===== src/design/bgdc_pkg.sv =====
// ----------------------------------------------------------------------------
// bgdc_pkg
// shared types and constants of the button gesture dimmer control
// ----------------------------------------------------------------------------
`default_nettype none

package bgdc_pkg;

   // field widths
   localparam int TICK_W   = 10;
   localparam int LEVEL_W  = 16;
   localparam int CLICK_W  = 3;
   localparam int CODE_W   = 4;
   localparam int CSR_IX_W = 3;

   // stream payload widths
   localparam int REQ_DATA_W = 8;
   localparam int RSP_DATA_W = LEVEL_W + 1 + CLICK_W + CODE_W;

   // register reset values
   localparam logic [TICK_W-1:0]  BURST_RESET   = 10'd70;
   localparam logic [TICK_W-1:0]  READY_RESET   = 10'd150;
   localparam logic [TICK_W-1:0]  TIMEOUT_RESET = 10'd300;
   localparam logic [LEVEL_W-1:0] LEVEL1_RESET  = 16'd249;
   localparam logic [LEVEL_W-1:0] LEVEL2_RESET  = 16'd499;
   localparam logic [LEVEL_W-1:0] LEVEL3_RESET  = 16'd749;
   localparam logic [LEVEL_W-1:0] LEVEL4_RESET  = 16'd999;

   localparam logic [CLICK_W-1:0] MAX_CLICKS = 3'd4;

   typedef enum logic [CODE_W-1:0] {
      EV_IGNORED = 4'd0,
      EV_FIRST   = 4'd1,
      EV_FALSE   = 4'd2,
      EV_TOGGLE  = 4'd3,
      EV_EARLY   = 4'd4,
      EV_BURST   = 4'd5,
      EV_READY   = 4'd6,
      EV_TIMEOUT = 4'd7,
      EV_TICK    = 4'd8
   } event_code_type;

   typedef enum logic [CSR_IX_W-1:0] {
      CSR_BURST_TICKS   = 3'd0,
      CSR_READY_TICKS   = 3'd1,
      CSR_TIMEOUT_TICKS = 3'd2,
      CSR_LEVEL_ONE     = 3'd3,
      CSR_LEVEL_TWO     = 3'd4,
      CSR_LEVEL_THREE   = 3'd5,
      CSR_LEVEL_FOUR    = 3'd6
   } csr_index_type;

   typedef enum logic {
      FUNC_PRESS = 1'b0,
      FUNC_TICK  = 1'b1
   } func_type;

endpackage

`default_nettype wire


===== src/design/button_gesture_dimmer_control.sv =====
// ----------------------------------------------------------------------------
// button_gesture_dimmer_control
// press and tick gesture decoder driving a four level pwm compare value
// ----------------------------------------------------------------------------
//
//  channel   direction  handshake               payload
//  req_      in         req_tvalid/req_tready   tuser: func, tdata: from_own_source
//  rsp_      out        rsp_tvalid/rsp_tready   tdata: pwm_compare, breathing,
//                                               click_total, event_code
//  csr_      in         csr_valid/csr_ready     csr_index, csr_data
//
//  an item is held in the input register and is evaluated on its way
//  into the result register
//  one item per cycle is sustained while rsp_tready is high: the gesture
//  state is updated as the item moves from input to result register
//  reset clears the gesture state and loads the default thresholds and levels
//  a stalled result register holds the next item in the input register;
//  req_tready falls only when both registers are full and rsp_tready is low
//
`default_nettype none

module button_gesture_dimmer_control
   import bgdc_pkg::*;
(
   input  wire logic                  clock,
   input  wire logic                  reset,

   input  wire logic                  req_tvalid,
   output logic                       req_tready,
   input  wire logic [REQ_DATA_W-1:0] req_tdata,   // [0] from_own_source, rest zero
   input  wire logic                  req_tuser,   // [0] func

   output logic                       rsp_tvalid,
   input  wire logic                  rsp_tready,
   output logic [RSP_DATA_W-1:0]      rsp_tdata,   // [15:0] pwm_compare, [16] breathing,
                                                   // [19:17] click_total, [23:20] event_code

   input  wire logic                  csr_valid,
   output logic                       csr_ready,
   input  wire logic [CSR_IX_W-1:0]   csr_index,
   input  wire logic [LEVEL_W-1:0]    csr_data
);

   // configuration registers
   logic [TICK_W-1:0]  burst_ticks_ff, ready_ticks_ff, timeout_ticks_ff;
   logic [LEVEL_W-1:0] level_one_ff, level_two_ff, level_three_ff, level_four_ff;

   // input register
   logic     in_valid_ff;
   func_type in_func_ff;
   logic     in_own_ff;

   // gesture state
   logic [TICK_W-1:0]  tick_ff, tick_in;
   logic               window_ff, window_in;
   logic               first_ff, first_in;
   logic               burst_ff, burst_in;
   logic               ready_ff, ready_in;
   logic               breath_ff, breath_in;
   logic [CLICK_W-1:0] clicks_ff, clicks_in;
   logic [LEVEL_W-1:0] level_ff, level_in;

   // result register
   logic               out_valid_ff;
   logic [LEVEL_W-1:0] out_level_ff;
   logic               out_breath_ff;
   logic [CLICK_W-1:0] out_clicks_ff;
   event_code_type     out_code_ff;

   event_code_type     code;
   logic               advance;
   logic [TICK_W-1:0]  tick_inc;
   logic [CLICK_W-1:0] click_base;
   logic [CLICK_W-1:0] click_step;
   logic               do_click;

   // the evaluate stage moves when the result register is free or drains
   assign advance    = in_valid_ff && (!out_valid_ff || rsp_tready);
   assign req_tready = !in_valid_ff || advance;
   assign csr_ready  = 1'b1;

   assign rsp_tvalid = out_valid_ff;
   assign rsp_tdata  = {out_code_ff, out_clicks_ff, out_breath_ff, out_level_ff};

   assign tick_inc = tick_ff + 1'b1;

   // next gesture state for the item in the input register
   always_comb begin
      tick_in    = tick_ff;
      window_in  = window_ff;
      first_in   = first_ff;
      burst_in   = burst_ff;
      ready_in   = ready_ff;
      breath_in  = breath_ff;
      clicks_in  = clicks_ff;
      level_in   = level_ff;
      code       = EV_IGNORED;
      click_base = clicks_ff;
      click_step = '0;
      do_click   = 1'b0;

      if (in_own_ff) begin
         if (in_func_ff == FUNC_PRESS) begin
            priority if (!first_ff) begin
               window_in = 1'b1;
               first_in  = 1'b1;
               code      = EV_FIRST;
            end else if (burst_ff) begin
               tick_in   = '0;
               window_in = 1'b0;
               first_in  = 1'b0;
               burst_in  = 1'b0;
               ready_in  = 1'b0;
               code      = EV_FALSE;
            end else if (ready_ff) begin
               tick_in    = '0;
               window_in  = 1'b0;
               first_in   = 1'b0;
               burst_in   = 1'b0;
               ready_in   = 1'b0;
               breath_in  = !breath_ff;
               click_base = '0;
               clicks_in  = '0;
               code       = EV_TOGGLE;
            end else begin
               code = EV_EARLY;
            end

            // a press that leaves burst and ready shut, while not breathing, counts as a click
            do_click   = !breath_in && !burst_in && !ready_in;
            click_step = click_base + 1'b1;
            if (do_click) begin
               clicks_in = click_step;
               unique case (click_step)
                  3'd1:    level_in = level_one_ff;
                  3'd2:    level_in = level_two_ff;
                  3'd3:    level_in = level_three_ff;
                  3'd4:    level_in = level_four_ff;
                  default: begin
                     level_in  = '0;
                     clicks_in = '0;
                  end
               endcase
            end
         end else if (window_ff) begin
            // thresholds checked in order burst, ready, timeout
            tick_in = tick_inc;
            priority if (tick_inc == burst_ticks_ff) begin
               burst_in = 1'b1;
               ready_in = 1'b0;
               code     = EV_BURST;
            end else if (tick_inc == ready_ticks_ff) begin
               burst_in = 1'b0;
               ready_in = 1'b1;
               code     = EV_READY;
            end else if (tick_inc == timeout_ticks_ff) begin
               tick_in   = '0;
               window_in = 1'b0;
               first_in  = 1'b0;
               burst_in  = 1'b0;
               ready_in  = 1'b0;
               code      = EV_TIMEOUT;
            end else begin
               code = EV_TICK;
            end
         end
      end
   end

   // configuration writes
   always_ff @(posedge clock) begin
      if (reset) begin
         burst_ticks_ff   <= BURST_RESET;
         ready_ticks_ff   <= READY_RESET;
         timeout_ticks_ff <= TIMEOUT_RESET;
         level_one_ff     <= LEVEL1_RESET;
         level_two_ff     <= LEVEL2_RESET;
         level_three_ff   <= LEVEL3_RESET;
         level_four_ff    <= LEVEL4_RESET;
      end else if (csr_valid) begin
         unique case (csr_index_type'(csr_index))
            CSR_BURST_TICKS:   burst_ticks_ff   <= csr_data[TICK_W-1:0];
            CSR_READY_TICKS:   ready_ticks_ff   <= csr_data[TICK_W-1:0];
            CSR_TIMEOUT_TICKS: timeout_ticks_ff <= csr_data[TICK_W-1:0];
            CSR_LEVEL_ONE:     level_one_ff     <= csr_data;
            CSR_LEVEL_TWO:     level_two_ff     <= csr_data;
            CSR_LEVEL_THREE:   level_three_ff   <= csr_data;
            CSR_LEVEL_FOUR:    level_four_ff    <= csr_data;
            default: begin
            end
         endcase
      end
   end

   // input register
   always_ff @(posedge clock) begin
      if (reset) begin
         in_valid_ff <= 1'b0;
      end else if (req_tready) begin
         in_valid_ff <= req_tvalid;
      end
   end

   always_ff @(posedge clock) begin
      if (req_tready && req_tvalid) begin
         in_func_ff <= func_type'(req_tuser);
         in_own_ff  <= req_tdata[0];
      end
   end

   // gesture state
   always_ff @(posedge clock) begin
      if (reset) begin
         tick_ff   <= '0;
         window_ff <= 1'b0;
         first_ff  <= 1'b0;
         burst_ff  <= 1'b0;
         ready_ff  <= 1'b0;
         breath_ff <= 1'b0;
         clicks_ff <= '0;
         level_ff  <= '0;
      end else if (advance) begin
         tick_ff   <= tick_in;
         window_ff <= window_in;
         first_ff  <= first_in;
         burst_ff  <= burst_in;
         ready_ff  <= ready_in;
         breath_ff <= breath_in;
         clicks_ff <= clicks_in;
         level_ff  <= level_in;
      end
   end

   // result register
   always_ff @(posedge clock) begin
      if (reset) begin
         out_valid_ff <= 1'b0;
      end else if (advance) begin
         out_valid_ff <= 1'b1;
      end else if (rsp_tready) begin
         out_valid_ff <= 1'b0;
      end
   end

   always_ff @(posedge clock) begin
      if (advance) begin
         out_level_ff  <= level_in;
         out_breath_ff <= breath_in;
         out_clicks_ff <= clicks_in;
         out_code_ff   <= code;
      end
   end

   // checks
   a_windows_exclusive: assert property (@(posedge clock) disable iff (reset)
      !(burst_ff && ready_ff))
      else $error("burst and ready windows open together");

   a_clicks_range: assert property (@(posedge clock) disable iff (reset)
      clicks_ff <= MAX_CLICKS)
      else $error("click count above four");

   a_window_needs_first: assert property (@(posedge clock) disable iff (reset)
      (burst_ff || ready_ff) |-> (first_ff && window_ff))
      else $error("window flag set without a running gesture");

   a_breath_no_clicks: assert property (@(posedge clock) disable iff (reset)
      breath_ff |-> (clicks_ff == '0))
      else $error("clicks counted while breathing");

   a_result_follows: assert property (@(posedge clock) disable iff (reset)
      advance |=> rsp_tvalid)
      else $error("evaluated item produced no result");

endmodule

`default_nettype wire


===== config.mk =====
export PLATFORM = sky130hd
export DESIGN_NAME = button_gesture_dimmer_control
export DESIGN_NICKNAME = d
export VERILOG_FILES = /design/src/design/bgdc_pkg.sv /design/src/design/button_gesture_dimmer_control.sv
export SDC_FILE = /design/constraint.sdc
export NUM_CORES = 1
export LEC_CHECK = 0
export BUFFER_PORTS_ARGS = -buffer_cell sky130_fd_sc_hd__buf_2
export CORE_UTILIZATION = 45
export CTS_CLUSTER_SIZE = 14
export DETAILED_ROUTE_END_ITERATION = 8
export PLACE_DENSITY = 0.68
export SYNTH_ARGS = -nofsm -noshare
export SYNTH_HDL_FRONTEND = slang
export SYNTH_SLANG_ARGS = --single-unit

===== constraint.sdc =====
create_clock -name clock -period 4.11 [get_ports clock]
set_input_delay 0.822 -clock clock [delete_from_list [all_inputs] [get_ports clock]]
set_output_delay 0.822 -clock clock [all_outputs]
set_load 0.01 [all_outputs]

======== Word-level counts from Yosys, hierarchy flattened ========
Cells that the tools add are included.
storage, ports and cells
  word-level logic and storage cells ...... 140
  flip-flop bits (word level) ............. 156
operators by class
  reduce and logical (&&, ||, !) cells .... 28
  mux-type cells .......................... 68
  equal/unequal tests ..................... 19
  $add $sub $neg .......................... 2
operators with widths
  operator                                                                 count
  10-bit 2-to-1 mux                                                        8
  16-bit case mux with 4 select lines                                      1
  16-bit 2-to-1 mux                                                        3
  1-bit 2-to-1 mux                                                         39
  3-bit 2-to-1 mux                                                         12
  10-bit == test                                                           3
  4-bit 2-to-1 mux                                                         5
  2-bit AND reduction                                                      7
  3-bit by 2-bit == test with 1-bit output, second input constant          4
  3-bit == test, second input constant                                     4
  10-bit by 1-bit adder with 10-bit output, second input constant          1
  3-bit by 1-bit == test with 1-bit output, second input constant          2
  1-bit logical NOT                                                        6
  6-bit AND reduction                                                      1
  5-bit AND reduction                                                      1
  1-bit logical AND                                                        4
  2-bit by 1-bit inequality test with 1-bit output, second input constant  2
  2-bit inequality test, second input constant                             2
  4-bit by 1-bit inequality test with 1-bit output, second input constant  1
  4-bit by 2-bit inequality test with 1-bit output, second input constant  1
  4-bit AND reduction                                                      1
  2-bit nonzero test                                                       2
  4-bit OR reduction                                                       1
  3-bit by 1-bit adder with 3-bit output, second input constant            1
  other kinds (4)                                                          5

======== Longest topological paths before layout ========
Gate-level depths: netlist of run 1.
  word-level depth ........................ 12
  gate-level depth with buffers ........... 14
  gate-level depth less buffers ........... 12

======== Least setup slack after synthesis of run 1 ========
No wires, ideal clock.
  path kind ............................... register -> register
  start ................................... reg tick_ff[1]
  end ..................................... reg ready_ff
  path slack .............................. 1.439 ns
  cell stages (with the launch flop) ...... 10
  buffers on the path ..................... 0
  arrival time ............................ 2.592 ns
  required time ........................... 4.031 ns
  period minus slack after synthesis ...... 2.671 ns
  cells stage by stage .................... dfxtp_1 -> ha_1 -> nand3_1 -> or2_1 -> a32o_1 -> nand4b_1 -> or4_4 -> nor2b_4 -> a211o_1 -> a211oi_2
between the ends
  longest elaborated chain between the ends .. 6
ends and longest elaborated chain
  element                                     RTL line                              source
  from (decl)                                 button_gesture_dimmer_control.sv:54   logic [TICK_W-1:0] tick_ff, tick_in;
  from (signal assigned)                      button_gesture_dimmer_control.sv:223  tick_ff <= tick_in;
  10-bit by 1-bit adder with 10-bit output *  button_gesture_dimmer_control.sv:85   assign tick_inc = tick_ff + 1'b1;
  10-bit == test                              button_gesture_dimmer_control.sv:152  end else if (tick_inc == ready_ticks_ff) begin
  1-bit 2-to-1 mux                            button_gesture_dimmer_control.sv:152
  1-bit 2-to-1 mux                            button_gesture_dimmer_control.sv:148  priority if (tick_inc == burst_ticks_ff) begin
  1-bit 2-to-1 mux                            button_gesture_dimmer_control.sv:145  end else if (window_ff) begin
  1-bit 2-to-1 mux                            button_gesture_dimmer_control.sv:103  if (in_func_ff == FUNC_PRESS) begin
  to (signal assigned)                        button_gesture_dimmer_control.sv:227  ready_ff <= ready_in;
  to (decl)                                   button_gesture_dimmer_control.sv:58   logic ready_ff, ready_in;
Mark *: on every way between the ends. The rest lies on a longest branch, timed or not. The select of a mux whose other input is x is not followed.
A chain may end at the register's enable or synchronous reset.

======== Final worst setup path of run 1 ========
  start ................................... reg tick_ff[1]
  end ..................................... reg tick_ff[8]
between the ends
  longest elaborated chain between the ends .. 7
ends and longest elaborated chain
  element                                     RTL line                              source
  10-bit by 1-bit adder with 10-bit output *  button_gesture_dimmer_control.sv:85
  10-bit == test                              button_gesture_dimmer_control.sv:156  end else if (tick_inc == timeout_ticks_ff) begin
  10-bit 2-to-1 mux                           button_gesture_dimmer_control.sv:156
  10-bit 2-to-1 mux                           button_gesture_dimmer_control.sv:152
  10-bit 2-to-1 mux *                         button_gesture_dimmer_control.sv:148
  10-bit 2-to-1 mux *                         button_gesture_dimmer_control.sv:145
  10-bit 2-to-1 mux *                         button_gesture_dimmer_control.sv:103
Marks and branches as above.

==> results of run 1 <==
power groups by stage:
stage               registers, µW  clock network, µW  logic [µW]
CTS                          1620               1660         217
global placement             1650                  0         213
finish                       1620               1640         216
detailed placement           1650                  0         216
global route                 1630               1730         240
floorplan                    1650                  0         134
routing by layer:
metal / share of wire / wire (µm) / global-route usage / vias to the layer above
met1: 0.45 / 7960 / 0.284 / 2898
li1: - / - / - / 3149
met5: 0 / 0 / 0 / -
met2: 0.47 / 8410 / 0.362 / 179
met4: 0.035 / 633 / 0.118 / 0
met3: 0.049 / 872 / 0.0361 / 40
cell type report:
type | count | area share
clock buffers | 17 | 0.0509
clock inverters | 15 | 0.0222
inverters | 13 | 0.00584
multi-input cells | 668 | 0.444
flip-flops and latches | 156 | 0.405
well taps | 216 | 0.0323
repair buffers | 61 | 0.0398
kinds of logic after synthesis:
family / after synthesis / synth area share
other: 1 / 0.000508
multiplexers: 7 / 0.00949
XOR/XNOR: 24 / 0.0339
adder cells (fa/ha/maj): 6 / 0.0102
AND/OR/NAND/NOR: 415 / 0.264
buffers and inverters: 71 / 0.0413
AO/OA/AOI/OAI: 215 / 0.183
flip-flops: 156 / 0.458
cells in the mapped netlist, types with 3 or more instances:
cell / count / area, µm²
nand4_1: 6 / 37.5
buf_2: 7 / 35.0
nand2b_1: 13 / 81.3
xnor2_1: 9 / 78.8
a21o_1: 19 / 143
nor3_1: 8 / 40.0
mux2i_1: 7 / 70.1
o21ai_0: 27 / 135
and3_1: 5 / 31.3
a22oi_1: 33 / 248
nor2b_1: 9 / 56.3
nor2_1: 54 / 203
a21oi_1: 92 / 460
nand2_1: 238 / 893
and2_1: 8 / 50.1
ha_1: 6 / 75.1
nor4_1: 4 / 25.0
edfxtp_1: 26 / 781
dfxtp_1: 130 / 2600
inv_1: 13 / 48.8
xor2_1: 12 / 105
clkbuf_1: 45 / 169
nand3_1: 17 / 85.1
a211oi_1: 6 / 45.0
nand3b_1: 38 / 285
o21ai_1: 4 / 20.0
or3_1: 3 / 18.8
a211o_1: 5 / 43.8
buf_4: 4 / 30.0
a32o_1: 3 / 30.0
flip-flops by register name, summed over array words and instances, names as in the netlist, 3 cells and up:
register	cells
ready_ticks_ff	10
level_three_ff	16
burst_ticks_ff	10
level_one_ff	16
level_ff	16
timeout_ticks_ff	10
clicks_ff	3
tick_ff	10
level_four_ff	16
out_clicks_ff	3
out_code_ff	4
out_level_ff	16
level_two_ff	16
layout by cell type (no fill, tap or decap), types with 6 or more instances in the layout:
master	synthesis	routed
nand2_1	238	238
dfxtp_1	130	130
a21oi_1	92	92
nor2_1	54	54
buf_2	7	50
nand3b_1	38	38
a22oi_1	33	33
o21ai_0	27	27
edfxtp_1	26	26
a21o_1	19	19
nand3_1	17	17
clkbuf_16	0	17
inv_1	13	13
nand2b_1	13	13
xor2_1	12	12
buf_4	4	11
xnor2_1	9	9
and2_1	8	8
nor2b_1	9	8
nor3_1	8	7
mux2i_1	7	7
a211oi_1	6	6
nand4_1	6	6
ha_1	6	6
stage by stage:
stage	hold slack, ns	std cells	instance area (µm²)	power [µW]	setup slack (ns)
3_5_place_dp	0.446	1114	7740	1870	0.790
4_1_cts	0.455	1146	8360	3500	0.779
5_1_grt	0.465	1146	8360	3590	0.567
2_1_floorplan	0.436	895	7390	1790	1.44
3_3_place_gp	0.442	1114	7740	1870	0.773
6_report	0.455	1146	8360	3470	0.793
how the worst max path moves through the flow:
stage / from / to / slack [ns]
2_1_floorplan: tick_ff[1]$_SDFFE_PP0P_ / ready_ff$_SDFFE_PP0P_ / 1.44
3_3_place_gp: tick_ff[1]$_SDFFE_PP0P_ / tick_ff[8]$_SDFFE_PP0P_ / 0.77
3_5_place_dp: tick_ff[1]$_SDFFE_PP0P_ / tick_ff[8]$_SDFFE_PP0P_ / 0.79
4_1_cts: tick_ff[1]$_SDFFE_PP0P_ / tick_ff[8]$_SDFFE_PP0P_ / 0.78
5_1_grt: tick_ff[1]$_SDFFE_PP0P_ / tick_ff[8]$_SDFFE_PP0P_ / 0.57
6_report: tick_ff[1]$_SDFFE_PP0P_ / tick_ff[8]$_SDFFE_PP0P_ / 0.79
worst max-delay path, stage by stage, from the launching register on:
cell and delay, ns:
dfxtp_1 0.45, ha_1 0.56, xnor2_1 0.28, nor2_1 0.07, nor4_1 0.41, o2111ai_1 0.25
nor4_4 0.42, a31oi_1 0.13, buf_4 0.19, and3_1 0.18, a221o_1 0.25
==> qor.csv, run 1 <==
metric,value,unit
WHS Path Cells,2,
syn_nets,934,
final core occ,0.524,
Clk pwr share,0.471,
vias in the first global route,5708,
Peak Freq,301,MHz
area grow syn2layout,13.1,%
TritonCTS clock tree,yes,
skew final,0.00893,ns
Yosys Warn Count,0,
WP data required,4.42,ns
slew at the pin closest to its max-slew limit,1.02,ns
row count,46,
kind of critical path,reg2reg,
CTS H-tree lvls,4,
vias per inst,5.47,
final routed DRC violation total,0,
GRT Resource Usage Total,0.223,
Final Hold Fails,0,
total wire length,17900,µm
RSZ-0062 raised after global routing,no,
crit path time final,3.32,ns
Setup Buffers After CTS,0,
Starting Density,0.463,
Skew-Pair Late Insertion Delay,0.43,ns
Worst VDD drop,286,µV
"Seq/Total Area, Yosys",0.458,
port bufs,51,
Hold Crit Class,reg2reg,
combinational share of power,0.062,
Max clock buf depth,2,
ANT nets after route,0,
CTS resizes,0,
Hold EP,level_three_ff[10]$_SDFFE_PP0P_,
pwr dens,416,nW/µm²
routability-driven placement congestion ratio,0.864,
Reg2Reg Depth,10,
Seq pwr share,0.467,
Inserted Clock Buffers,17,
Die Area,16900,µm²
period utilization,0.807,
CP Max Fanout,13,
clock slew seen by the registers of the worst setup and hold paths,0.06,ns
largest net degree at the start of global routing,99,
wire per inst,15.6,µm
Post-synth EDFFs,26,
hold_buf cts,0,
Pre-antenna DRT Iters,5,
hold path startpoint,level_three_ff[10]$_SDFFE_PP0P_,
status,finished clean,
# fillers,1512,
Worst R2R Setup Slack,0.79,ns
Int Power,2640,µW
CTS root buf,clkbuf_16,
Mean Syn Cell Area,8.25,µm²
ys async rst share,0,
drt initial violations,469,
Switching Share,0.240,
DR vias,6266,
post-synth cell types,64,
Yosys reg bits,156,
reg2reg end,tick_ff[8]$_SDFFE_PP0P_,
core area,15900,µm²
I/O pin count,60,
Nets,956,
antenna cell count,0,
share of post-route cells with drive strength above 1,0.112,
Detailed Place HPWL,11700,µm
Critical Path Source Type,register,
Synth Flop Type,dfxtp_1,
Die Ht,130,µm
CTS Sinks,156,
Synth Cell Area,7390,µm²
setup_tns,0,ns
Die X,130,µm
crit end category,register,
RR Startpoint,tick_ff[1]$_SDFFE_PP0P_,
grt total ovfl,0,
register area,3380,µm²
Max-Cap Viols,0,
worst rel slew slack,0.318,
Multi-input gate area,3710,µm²
Leakage,0.00315,µW
WP data arrival,3.63,ns
sw power,834,µW
Gate Count Post-Synth,895,
global-route wire length before repair,29000,µm
initial antenna violation count,0,
setup violators final,0,
Final Max Slew Viols,0,
Power figures use the tool's default switching activity.
==> run 2: changes to the inputs <==
- clock period: 4.11 -> 3.4 ns (I/O delays scaled with it)
==> run 2 against run 1 <==
- count of clock-buffer cells in the layout increased by 1
- utilization increased by 0.50 points
- sequential power increased by 21%
- sequential share of layout area decreased by 0.38 points
- final area increased by 0.96%
- routed wire length increased by 0.82%
- fmax increased by 6.5%
- flip-flop and latch count unchanged
- largest power group is now sequential cells
- highest routed layer unchanged
==> qor.csv, run 2 (synthesis results as in run 1) <==
metric,value,unit
status,finished clean,
I/O pin count,60,
register area,3380,µm²
vias per inst,5.46,
Worst R2R Setup Slack,0.29,ns
grt total ovfl,0,
Hold Crit Class,in2reg,
Final Max Slew Viols,0,
antenna cell count,0,
cell family with most CP delay,simple AND/OR/NAND/NOR gates,
Final Hold Fails,0,
setup_tns,0,ns
"slowest stage delay, CP",0.68,ns
total wire length,18000,µm
Die Ht,130,µm
Bufs and invs on worst path,1,
row count,46,
clock slew seen by the registers of the worst setup and hold paths,0.06,ns
initial antenna violation count,0,
core area,15900,µm²
routability-driven placement congestion ratio,0.842,
period utilization,0.916,
share of post-route cells with drive strength above 1,0.125,
Nets,970,
Starting Density,0.463,
CP max-delay cell,or4_1,
Die Area,16900,µm²
WP data required,3.76,ns
# fillers,1503,
hold_buf cts,0,
final core occ,0.529,
global-route wire length before repair,29600,µm
largest net degree at the start of global routing,95,
RSZ-0062 raised after global routing,no,
worst-path cell chain,"ha_1, nand3_1, nor2_1, xnor3_1, nand4b_1, or4_1, a31oi_1, buf_4, and3_1, a221o_1",
number of stages on the worst setup path,10,
"commonest non-fill, non-tap cell in the layout",nand2_1,
vias in the first global route,5904,
crit end category,register,
Skew-Pair Late Insertion Delay,0.43,ns
pwr dens,488,nW/µm²
crit path from,tick_ff[1]$_SDFFE_PP0P_,
Die X,130,µm
Critical Path Source Type,register,
slew at the pin closest to its max-slew limit,0.876,ns
DR vias,6334,
GRT Resource Usage Total,0.225,
Detailed Place HPWL,12000,µm
Leakage,0.00322,µW
CTS root buf,clkbuf_16,
kind of critical path,reg2reg,
Peak Freq,321,MHz
reg2reg end,tick_ff[8]$_SDFFE_PP0P_,
Worst VDD drop,416,µV
WP data arrival,3.48,ns
ANT nets after route,0,
CP Max Fanout,11,
Setup Buffers After CTS,0,
final routed DRC violation total,0,
most frequent cells in the layout,"nand2_1 (238), dfxtp_1 (130), a21oi_1 (92), nor2_1 (54), buf_2 (50)",
Inserted Clock Buffers,17,
area grow syn2layout,14.2,%
setup violators final,0,
worst rel slew slack,0.416,
CTS resizes,0,
drt initial violations,639,
CTS Sinks,156,
Pre-antenna DRT Iters,5,
skew final,0.0118,ns
TritonCTS clock tree,yes,
Max-Cap Viols,0,
port bufs,51,
CTS H-tree lvls,4,
crit path to,tick_ff[8]$_SDFFE_PP0P_,
Multi-input gate area,3710,µm²
wire per inst,15.5,µm
RR Startpoint,tick_ff[1]$_SDFFE_PP0P_,
Reg2Reg Depth,10,
Max clock buf depth,2,
crit path time final,3.11,ns
run 2: cell types whose count changed in the layout (fill, tap and decap cells not counted):
cell and delta:
bufinv_16 -1, inv_6 +3, clkinv_4 +1, inv_8 -2
clkinv_1 -1, clkinvlp_4 -1, clkbuf_1 +1, buf_4 +14
run 2: layout make-up:
type	count	share of cell area
well taps	216	0.0320
flip-flops and latches	156	0.401
repair buffers	75	0.0519
clock inverters	14	0.0185
multi-input cells	668	0.440
inverters	13	0.00578
clock buffers	18	0.0509
run 2: per-layer routing:
| layer | track usage | vias to the layer above | routed length, µm |
|---|---|---|---|
| met5 | 0 | - | 0 |
| met4 | 0.114 | 0 | 575 |
| met3 | 0.0402 | 43 | 742 |
| met2 | 0.367 | 154 | 8540 |
| met1 | 0.286 | 2972 | 8170 |
| li1 | - | 3165 | - |
run 2: worst min-delay path by stage:
stage	from	endpoint	slack (ns)	depth (start not counted)
global route	req_tuser	in_func_ff$_DFFE_PP_	0.41	1
detailed placement	level_three_ff[14]$_SDFFE_PP0P_	level_three_ff[14]$_SDFFE_PP0P_	0.45	2
global placement	level_one_ff[2]$_SDFFE_PP0P_	level_one_ff[2]$_SDFFE_PP0P_	0.44	2
floorplan	level_one_ff[1]$_SDFFE_PP0P_	level_one_ff[1]$_SDFFE_PP0P_	0.44	2
CTS	req_tuser	in_func_ff$_DFFE_PP_	0.41	1
finish	req_tuser	in_func_ff$_DFFE_PP_	0.44	1
run 2: through the flow:
step,area (µm²),power (µW),setup slack (ns),cells,hold slack (ns)
3_5_place_dp,7850,2270,0.337,1128,0.448
3_3_place_gp,7850,2260,0.366,1128,0.442
2_1_floorplan,7390,2160,0.729,895,0.436
6_report,8440,4120,0.286,1160,0.436
5_1_grt,8440,4270,0.0601,1160,0.415
4_1_cts,8440,4160,0.304,1160,0.415
run 2: power by group:
| group | internal [µW] | switching (µW) | total, µW |
|---|---|---|---|
| combinational | 96.3 | 171 | 267 |
| sequential | 1930 | 30.4 | 1960 |
| clock | 1100 | 794 | 1890 |
==> run 3: changes to the inputs <==
- clock period: 3.4 -> 3 ns (I/O delays scaled with it)
==> run 3 against run 2 <==
- non-clock buffer count grew 16
- final area up 2.5%
- power increased by 18%
- critical path depth did not move
==> qor.csv, run 3 (synthesis results as in run 1) <==
metric,value,unit
setup violators final,0,
Skew-Pair Late Insertion Delay,0.43,ns
Critical Path Source Type,register,
"commonest non-fill, non-tap cell in the layout",nand2_1,
Peak Freq,355,MHz
overall power,4850,µW
Final Max Slew Viols,0,
largest net degree at the start of global routing,88,
total wire length,18000,µm
Worst VDD drop,414,µV
pwr dens,560,nW/µm²
CTS root buf,clkbuf_16,
routability-driven placement congestion ratio,0.852,
final core occ,0.542,
final routed DRC violation total,0,
grt total ovfl,0,
initial antenna violation count,0,
WP data arrival,3.19,ns
global-route wire length before repair,29300,µm
Inserted Clock Buffers,17,
Pre-antenna DRT Iters,6,
DR vias,6349,
crit path time final,2.81,ns
port bufs,51,
TritonCTS clock tree,yes,
CTS resizes,0,
fin worst setup slack,0.187,ns
Nets,986,
Leakage,0.00332,µW
Max-Cap Viols,0,
wire per inst,15.3,µm
clock slew seen by the registers of the worst setup and hold paths,0.07,ns
area grow syn2layout,17.1,%
Detailed Place HPWL,11900,µm
CP Max Fanout,9,
core area,15900,µm²
CTS H-tree lvls,4,
Starting Density,0.463,
"slowest stage delay, CP",0.58,ns
antenna cell count,0,
vias in the first global route,5753,
period utilization,0.938,
placed insts,1144,
slew at the pin closest to its max-slew limit,0.820,ns
crit end category,register,
row count,46,
ANT nets after route,0,
Final Hold Fails,0,
CTS Sinks,156,
pre-CTS setup slack,0.114,ns
Die Area,16900,µm²
hold_buf cts,0,
I/O pin count,60,
most frequent cells in the layout,"nand2_1 (238), dfxtp_1 (129), a21oi_1 (92), nor2_1 (54), buf_2 (50)",
GRT Resource Usage Total,0.224,
Non-Filler Instances,1176,
share of post-route cells with drive strength above 1,0.146,
Max clock buf depth,2,
Hold Crit Class,in2reg,
kind of critical path,reg2reg,
Die X,130,µm
worst-path cell chain,"ha_1, nand3_1, or2_1, a32o_1, nand4b_1, or4_4, a31oi_2, buf_4, a21boi_1, a21o_1",
Setup Buffers After CTS,0,
skew final,0.00789,ns
drt initial violations,617,
vias per inst,5.40,
WP data required,3.38,ns
CP max-delay cell,or4_4,
worst rel slew slack,0.453,
Die Ht,130,µm
setup_tns,0,ns
Worst R2R Setup Slack,0.19,ns
status,finished clean,
run 3: changes by cell type in the layout (fill, tap and decap cells not counted), sizes merged:
| cell | delta |
|---|---|
| clkinv | -1 |
| bufinv | +1 |
| buf | +16 |
run 3: final timing paths:
path / start / end / cells past startpoint
max reg2reg: tick_ff[1]$_SDFFE_PP0P_ / tick_ff[5]$_SDFFE_PP0P_ / 10
max: tick_ff[1]$_SDFFE_PP0P_ / tick_ff[5]$_SDFFE_PP0P_ / 10
min reg2reg: level_three_ff[10]$_SDFFE_PP0P_ / level_three_ff[10]$_SDFFE_PP0P_ / 2
min: req_tuser / in_func_ff$_DFFE_PP_ / 1
run 3: metrics by stage:
| stage | instance area, µm² | hold slack (ns) |
|---|---|---|
| 2_1_floorplan | 7390 | 0.436 |
| 6_report | 8650 | 0.351 |
| 4_1_cts | 8630 | 0.340 |
| 3_3_place_gp | 8000 | 0.441 |
| 5_1_grt | 8650 | 0.336 |
| 3_5_place_dp | 8000 | 0.448 |
run 3: power breakdown:
group / total [µW] / internal (µW) / switching [µW]
logic: 305 / 112 / 193
registers: 2220 / 2190 / 34.3
clock network: 2320 / 1370 / 956
total: 4850 / 3660 / 1180
run 3: layout make-up:
cell class | instances | area [µm²]
clock buffer | 18 | 439
multi-input combinational | 668 | 3720
sequential | 156 | 3380
timing repair buffer | 91 | 583
tap | 216 | 270
fill | 1470 | 7290
inverter | 13 | 48.8
clock inverter | 14 | 198
run 3: worst max-delay path: cells and delay by family (launching register included):
| family | cells | cell delay [ns] |
|---|---|---|
| AO/OA/AOI/OAI | 4 | 0.76 |
| adder cells (fa/ha/maj) | 1 | 0.28 |
| flip-flops | 1 | 0.40 |
| AND/OR/NAND/NOR | 4 | 1.14 |
| buffers and inverters | 1 | 0.20 |
run 3: per-layer routing:
layer  GRT usage  part of all wire
met4      0.0876             0.020
met1       0.293              0.46
met3      0.0394             0.044
met2       0.369              0.48
met5           0                 0
